**src/hdl/gpe_pkg.sv**
```systemverilog
// ----------------------------------------------------------------------------
// gpe_pkg
// Shared types and constants for the GPIO bank with event detection.
// ----------------------------------------------------------------------------
package gpe_pkg;

    localparam int unsigned PIN_COUNT = 32;

    localparam logic [31:0] PIN_MASK = 32'((64'd1 << PIN_COUNT) - 64'd1);

    localparam int unsigned FSEL_PINS_PER_WORD = 10;
    localparam int unsigned PULL_PINS_PER_WORD = 16;

    localparam logic [1:0] OP_TICK  = 2'd0;
    localparam logic [1:0] OP_READ  = 2'd1;
    localparam logic [1:0] OP_WRITE = 2'd2;

    localparam logic [5:0] W_FSEL0   = 6'd0;
    localparam logic [5:0] W_FSEL1   = 6'd1;
    localparam logic [5:0] W_FSEL2   = 6'd2;
    localparam logic [5:0] W_FSEL3   = 6'd3;
    localparam logic [5:0] W_SET     = 6'd7;
    localparam logic [5:0] W_CLR     = 6'd10;
    localparam logic [5:0] W_LEV     = 6'd13;
    localparam logic [5:0] W_EDS     = 6'(8'h40 / 4);
    localparam logic [5:0] W_REN     = 6'(8'h4c / 4);
    localparam logic [5:0] W_FEN     = 6'(8'h58 / 4);
    localparam logic [5:0] W_HEN     = 6'(8'h64 / 4);
    localparam logic [5:0] W_LEN     = 6'(8'h70 / 4);
    localparam logic [5:0] W_PULL_LO = 6'd57;
    localparam logic [5:0] W_PULL_HI = 6'd58;

    localparam logic [2:0] FSEL_OUTPUT = 3'd1;

    typedef struct packed {
        logic [1:0]  opcode;
        logic [5:0]  word_address;
        logic [31:0] write_data;
        logic [31:0] pin_levels;
    } t_item;

    typedef struct packed {
        logic [31:0] read_data;
        logic        irq;
        logic [31:0] pin_drive;
        logic [31:0] pin_output_enable;
        logic [63:0] pad_pulls;
    } t_result;

endpackage

```
**src/hdl/gpe_regs.sv**
```systemverilog
// ----------------------------------------------------------------------------
// gpe_regs
// Register file, event detection and result formation for one transfer.
// ----------------------------------------------------------------------------
module gpe_regs (
    input  logic            i_clk,
    input  logic            i_rst_n,
    input  logic            i_en,
    input  gpe_pkg::t_item  i_item,
    output gpe_pkg::t_result o_result
);
    import gpe_pkg::*;

    logic [PIN_COUNT-1:0][2:0] r_fsel, n_fsel;
    logic [PIN_COUNT-1:0][1:0] r_pull, n_pull;
    logic [31:0] r_latch,  n_latch;
    logic [31:0] r_sample, n_sample;
    logic [31:0] r_status, n_status;
    logic [31:0] r_ren, n_ren;
    logic [31:0] r_fen, n_fen;
    logic [31:0] r_hen, n_hen;
    logic [31:0] r_len, n_len;

    logic        wr;
    logic [31:0] lev_s;
    logic [31:0] ev;
    logic [31:0] fsel_rd;
    logic [31:0] pull_rd;
    logic [31:0] rd;
    logic [31:0] oe;
    logic [63:0] pulls;

    assign wr    = (i_item.opcode == OP_WRITE);
    assign lev_s = i_item.pin_levels & PIN_MASK;
    assign ev    = (lev_s & ~r_sample & r_ren) | (~lev_s & r_sample & r_fen)
                 | (lev_s & r_hen) | (~lev_s & r_len);

    always_comb begin
        n_latch  = r_latch;
        n_sample = r_sample;
        n_status = r_status;
        n_ren    = r_ren;
        n_fen    = r_fen;
        n_hen    = r_hen;
        n_len    = r_len;
        if (i_item.opcode == OP_TICK) begin
            n_status = (r_status | ev) & PIN_MASK;
            n_sample = lev_s;
        end else if (wr) begin
            unique case (i_item.word_address)
                W_SET:   n_latch  = (r_latch | i_item.write_data) & PIN_MASK;
                W_CLR:   n_latch  = r_latch & ~i_item.write_data & PIN_MASK;
                W_EDS:   n_status = r_status & ~i_item.write_data & PIN_MASK;
                W_REN:   n_ren    = i_item.write_data & PIN_MASK;
                W_FEN:   n_fen    = i_item.write_data & PIN_MASK;
                W_HEN:   n_hen    = i_item.write_data & PIN_MASK;
                W_LEN:   n_len    = i_item.write_data & PIN_MASK;
                default: ;
            endcase
        end
    end

    always_comb begin
        n_fsel = r_fsel;
        n_pull = r_pull;
        for (int p = 0; p < PIN_COUNT; p++) begin
            if (wr && i_item.word_address == 6'(p / FSEL_PINS_PER_WORD)) begin
                n_fsel[p] = i_item.write_data[3*(p % FSEL_PINS_PER_WORD) +: 3];
            end
            if (wr && i_item.word_address == W_PULL_LO + 6'(p / PULL_PINS_PER_WORD)) begin
                n_pull[p] = i_item.write_data[2*(p % PULL_PINS_PER_WORD) +: 2];
            end
        end
    end

    // register reads see unchanged state, so the current registers serve
    always_comb begin
        fsel_rd = '0;
        pull_rd = '0;
        for (int p = 0; p < PIN_COUNT; p++) begin
            if (i_item.word_address[1:0] == 2'(p / FSEL_PINS_PER_WORD)) begin
                fsel_rd[3*(p % FSEL_PINS_PER_WORD) +: 3] = r_fsel[p];
            end
            if ((i_item.word_address == W_PULL_HI) == 1'(p / PULL_PINS_PER_WORD)) begin
                pull_rd[2*(p % PULL_PINS_PER_WORD) +: 2] = r_pull[p];
            end
        end
    end

    always_comb begin
        rd = '0;
        if (i_item.opcode == OP_READ) begin
            unique case (i_item.word_address)
                W_FSEL0, W_FSEL1, W_FSEL2, W_FSEL3: rd = fsel_rd;
                W_LEV:                rd = r_sample;
                W_EDS:                rd = r_status;
                W_REN:                rd = r_ren;
                W_FEN:                rd = r_fen;
                W_HEN:                rd = r_hen;
                W_LEN:                rd = r_len;
                W_PULL_LO, W_PULL_HI: rd = pull_rd;
                default:              rd = '0;
            endcase
        end
    end

    always_comb begin
        oe    = '0;
        pulls = '0;
        for (int p = 0; p < PIN_COUNT; p++) begin
            oe[p]          = (n_fsel[p] == FSEL_OUTPUT);
            pulls[2*p +: 2] = n_pull[p];
        end
    end

    assign o_result.read_data         = rd;
    assign o_result.irq               = |n_status;
    assign o_result.pin_drive         = n_latch;
    assign o_result.pin_output_enable = oe;
    assign o_result.pad_pulls         = pulls;

    always_ff @(posedge i_clk) begin
        if (!i_rst_n) begin
            r_fsel   <= '0;
            r_pull   <= '0;
            r_latch  <= '0;
            r_sample <= '0;
            r_status <= '0;
            r_ren    <= '0;
            r_fen    <= '0;
            r_hen    <= '0;
            r_len    <= '0;
        end else if (i_en) begin
            r_fsel   <= n_fsel;
            r_pull   <= n_pull;
            r_latch  <= n_latch;
            r_sample <= n_sample;
            r_status <= n_status;
            r_ren    <= n_ren;
            r_fen    <= n_fen;
            r_hen    <= n_hen;
            r_len    <= n_len;
        end
    end

`ifndef ASSERT_OFF
    a_status_absent: assert property (@(posedge i_clk) disable iff (!i_rst_n)
        (r_status & ~PIN_MASK) == 32'd0)
        else $error("status set for absent pin");

    a_sample_only_tick: assert property (@(posedge i_clk) disable iff (!i_rst_n)
        (i_en && i_item.opcode != OP_TICK) |=> r_sample == $past(r_sample))
        else $error("sample changed without tick");

    a_status_clear_eds: assert property (@(posedge i_clk) disable iff (!i_rst_n)
        (i_en && !(wr && i_item.word_address == W_EDS))
        |=> (r_status & $past(r_status)) == $past(r_status))
        else $error("status cleared without status write");
`endif

endmodule

```
**src/hdl/gpio_port_with_event_detect.sv**
```systemverilog
// ----------------------------------------------------------------------------
// gpio_port_with_event_detect
// 32-pin register-mapped GPIO bank with edge and level event detection.
// ----------------------------------------------------------------------------
//  channel | dir | handshake                 | payload
//  item    | in  | i_in_valid / o_in_ready   | i_in_data  (t_item)
//  result  | out | o_out_valid / i_out_ready | o_out_data (t_result)
//
//  One transfer per cycle sustained while the result side accepts; each item
//  passes the input register, then the result register, before its result is offered.
//  Synchronous active-low reset clears the bank state and both valid flags;
//  the payload registers are not reset.
//  A stalled result holds the result register; the input register still
//  takes one more item, after which o_in_ready drops until the result moves.
// ----------------------------------------------------------------------------
module gpio_port_with_event_detect (
    input  logic             i_clk,
    input  logic             i_rst_n,
    input  logic             i_in_valid,
    output logic             o_in_ready,
    input  gpe_pkg::t_item   i_in_data,
    output logic             o_out_valid,
    input  logic             i_out_ready,
    output gpe_pkg::t_result o_out_data
);
    import gpe_pkg::*;

    logic    r_in_valid;
    t_item   r_in;
    logic    r_out_valid;
    t_result r_out;
    t_result result;
    logic    adv;

    assign adv        = r_in_valid && (!r_out_valid || i_out_ready);
    assign o_in_ready = !r_in_valid || adv;

    gpe_regs u_regs (
        .i_clk    (i_clk),
        .i_rst_n  (i_rst_n),
        .i_en     (adv),
        .i_item   (r_in),
        .o_result (result)
    );

    always_ff @(posedge i_clk) begin
        if (!i_rst_n) begin
            r_in_valid  <= 1'b0;
            r_out_valid <= 1'b0;
        end else begin
            if (o_in_ready) begin
                r_in_valid <= i_in_valid;
            end
            if (adv) begin
                r_out_valid <= 1'b1;
            end else if (i_out_ready) begin
                r_out_valid <= 1'b0;
            end
        end
    end

    always_ff @(posedge i_clk) begin
        if (i_in_valid && o_in_ready) begin
            r_in <= i_in_data;
        end
        if (adv) begin
            r_out <= result;
        end
    end

    assign o_out_valid = r_out_valid;
    assign o_out_data  = r_out;

`ifndef ASSERT_OFF
    a_adv_gives_result: assert property (@(posedge i_clk) disable iff (!i_rst_n)
        adv |=> o_out_valid)
        else $error("result lost after advance");

    a_held_item: assert property (@(posedge i_clk) disable iff (!i_rst_n)
        (r_in_valid && !adv) |=> (r_in_valid && $stable(r_in)))
        else $error("pending item lost");

    a_ready_low_cause: assert property (@(posedge i_clk) disable iff (!i_rst_n)
        !o_in_ready |-> (r_in_valid && o_out_valid && !i_out_ready))
        else $error("input stalled without output stall");
`endif

endmodule

```
**config.mk**
```make
export PLATFORM = sky130hd
export DESIGN_NAME = gpio_port_with_event_detect
export DESIGN_NICKNAME = d
export VERILOG_FILES = /design/src/hdl/gpe_pkg.sv /design/src/hdl/gpe_regs.sv /design/src/hdl/gpio_port_with_event_detect.sv
export SDC_FILE = /design/constraint.sdc
export NUM_CORES = 1
export LEC_CHECK = 0
export ABC_CLOCK_PERIOD_IN_PS = 11300
export BUFFER_PORTS_ARGS = -buffer_cell sky130_fd_sc_hd__buf_2
export CAP_MARGIN = 20
export CORE_ASPECT_RATIO = 1.4
export CORE_MARGIN = 4
export CORE_UTILIZATION = 54
export CTS_BUF_LIST = sky130_fd_sc_hd__clkbuf_16
export CTS_CLUSTER_SIZE = 8
export DETAILED_ROUTE_END_ITERATION = 12
export GPL_TIMING_DRIVEN = 0
export PLACE_DENSITY = 0.75
export SETUP_SLACK_MARGIN = 0.02
export SLEW_MARGIN = 20
export SYNTH_ARGS = -nofsm -noshare
export SYNTH_HDL_FRONTEND = slang
export SYNTH_HIERARCHICAL = 1
export SYNTH_SLANG_ARGS = --single-unit
export TNS_END_PERCENT = 5
```
**constraint.sdc**
```tcl
create_clock -name i_clk -period 11.3 [get_ports i_clk]
set_input_delay 1.695 -clock i_clk [delete_from_list [all_inputs] [get_ports i_clk]]
set_output_delay 1.695 -clock i_clk [all_outputs]
set_load 0.005 [all_outputs]
```
==> summary.txt <==
Layout
  – Most common cell after layout, fill and taps aside: nand2_1
  – Most frequent cells in the layout: nand2_1 (627), dfxtp_1 (386), buf_2 (288)
  – Final Util: 0.643
  – Finished Layout Cells: 3730
  – # fillers: 4182
  – Register area: 14700 um^2
  – Nets: 3105
  – # diodes: 0
  – Area delta synth->final: 17.2%
  – Share of cells above drive strength 1: 0.211
  – Multi-input gate area: 11600 um^2

CTS
  – H-tree depth: 3
  – CTS resizes: 0
  – Root Driver: clkbuf_16
  – Deepest clock path buffer count: 3
  – Clk Latency, worst-skew pair: 0.65 ns
  – CTS clk-pin slew, worst paths: 0.05 ns
  – CTS Buf Count: 87
  – TritonCTS clock tree: done
  – Cts hold-fix bufs: 0
  – Post-CTS Setup Bufs: 0
  – CTS sink count: 619

Min path
  – Hold depth: 2
  – Worst Hold Class: flop to flop

Power and ir drop
  – Pwr dens: 162 nW/um^2
  – Leak: 12.4 nW
  – Worst VDD drop: 0.128 mV
  – Power, Total: 0.00524 W

Placed design
  – Global placer's final weighted congestion: 1.02
  – DPL Wire Length: 83400 um
  – Dpl cells: 3582
  – IO buf count: 238

GRT
  – Global route total overflow: 0
  – Vias in the first global route: 23900
  – Largest net degree at the start of global routing: 31
  – Antenna violations before repair: 4
  – First-pass GRT wire length: 162000 um
  – Total Routing Usage GR: 0.411

Setup path
  – Startpoint types: primary input
  – Arrival time worst endpoint: 4.99 ns
  – Worst endpoint required time: 11.81 ns
  – Crit path capture type: flop
  – R2R depth: 9
  – R2r setup slk: 7.50 ns
  – Crit path kind: primary input to flop
  – CP max FO: 26

Synthesis
  – Syn. warnings: 6
  – Synth Flop Type: dfxtp_1
  – Mapped Cells: 2692
  – Mapped cell area: 27600 um^2
  – Synth Register Bits: 619
  – Top cells by area, synth: dfxtp_1 (28%), edfxtp_1 (25%), nand2_1 (8.5%)
  – Synth area leader: dfxtp_1
  – Library cells used by synthesis: 53
  – Avg Cell Area, Syn: 10.2 um^2
  – Area share of the leading cell type in the synthesized netlist: 0.280
  – Post-synth EDFFs: 233
  – Ys async rst share: 0
  – Syn nets: 2768
  – Register area share after synthesis: 0.534

Floorplanning
  – CORE AREA: 50200 um^2
  – Die area: 54800 um^2
  – Row count: 97
  – Top-level port count: 239
  – Chip Height: 275 um
  – Initial core utilization: 0.549
  – Die width: 199 um

Timing
  – Final hold violations: 0
  – Worst slew pin tran: 1.30 ns
  – Fin. max-slew vios: 0
  – Unrepaired setup endpoints after global routing: no
  – Setup TNS: 0 ns
  – Peak Freq: 0.224 GHz
  – Min Hold Slack: 0.465 ns
  – Fin crit share: 0.396
  – Min cycle time layout: 4.47 ns
  – Final setup fails: 0
  – Worst Skew: 0.0174 ns
  – Relative slew slack: 0.136

Routing
  – Avg WL per Cell: 31.0 um
  – WL final: 115000 um
  – Post-route ant nets: 0
  – Vias: 24300
  – DRC: 0
  – Drt first pass iters: 6
  – Routed wl met3: 11700 um
  – Uppermost routed layer: met5
  – DR iter-0 viols: 3298
  – Wl on met1: 39600 um
  – Length of routed met2 wiring: 52900 um
  – Vias/cell: 6.52

Run
  – Max-cap violation count: 0

Outcome
  – Status: completed
final cells by class:
type                    count  share of cell area
flip-flops and latches    619               0.456
multi-input cells        1798               0.360
clock buffers              88              0.0682
repair buffers            248              0.0437
plain buffers             240              0.0346
well taps                 643              0.0249
clock inverters            59             0.00879
inverters                  35             0.00407
cells by family after synthesis:
kind of cell | count (synthesis) | synth area share
compound gates | 760 | 0.208
xor+xnor | 1 | 0.000318
mux | 104 | 0.0515
simple gates | 933 | 0.161
flops | 619 | 0.534
buf+inv | 275 | 0.0453
worst max-delay path: stages:
cell,delay [ns]
buf_2,0.11
nor2b_4,0.06
nor2b_4,0.44
buf_12,0.27
buf_12,0.21
buf_2,0.21
clkbuf_1,0.66
clkbuf_1,0.74
nand2_1,0.32
nand2_1,0.16
a21boi_0,0.09
routing by layer:
layer | GRT usage | vias to the layer above
met1 | 0.471 | 11800
met2 | 0.661 | 1732
met5 | 0 | -
met3 | 0.0921 | 493
li1 | - | 10300
met4 | 0.323 | 2
Yosys cell counts (all sizes together), types with 31 or more instances:
master and instances:
o21ai 76, mux2i 34, a21boi 257, dfxtp 386, nand2 630, buf 81
a211oi 32, inv 35, edfxtp 233, or4b 31, a31oi 50, a22oi 122
a21oi 37, nand2b 38, a32o 32, or2 98, o211a 96, mux2 64
clkbuf 159, nand3 47
flip-flops by register name, summed over array words and instances, names as in the netlist, 64 cells and up:
register	count
r_in	72
o_out_data	161
u_regs/r_fsel	96
u_regs/r_pull	64
power by group:
group / internal, W / switching (W) / total, W / leakage, nW
Sequential: 0.00240 / 0.0000576 / 0.00245 / 5.38
Clock: 0.00139 / 0.000993 / 0.00239 / 1.41
Combinational: 0.000148 / 0.000251 / 0.000399 / 5.62
Total: 0.00394 / 0.00130 / 0.00524 / 12.4
per-stage QoR:
stage / worst slack [ns] / area (um^2)
finish: 6.83 / 32300
global route: 6.76 / 32300
CTS: 6.99 / 32300
detailed placement: 6.35 / 29800
global placement: -3.59 / 29600
floorplan: 0.363 / 27600
final timing paths:
kind,from,end
hold reg to reg,u_regs/r_fsel[24],u_regs/r_fsel[24]
setup reg to reg,r_in_valid,u_regs/r_fsel[92]
hold / removal,u_regs/r_fsel[24],u_regs/r_fsel[24]
setup / recovery,i_out_ready,u_regs/r_fsel[92]
(Power assumes the default switching activity.)
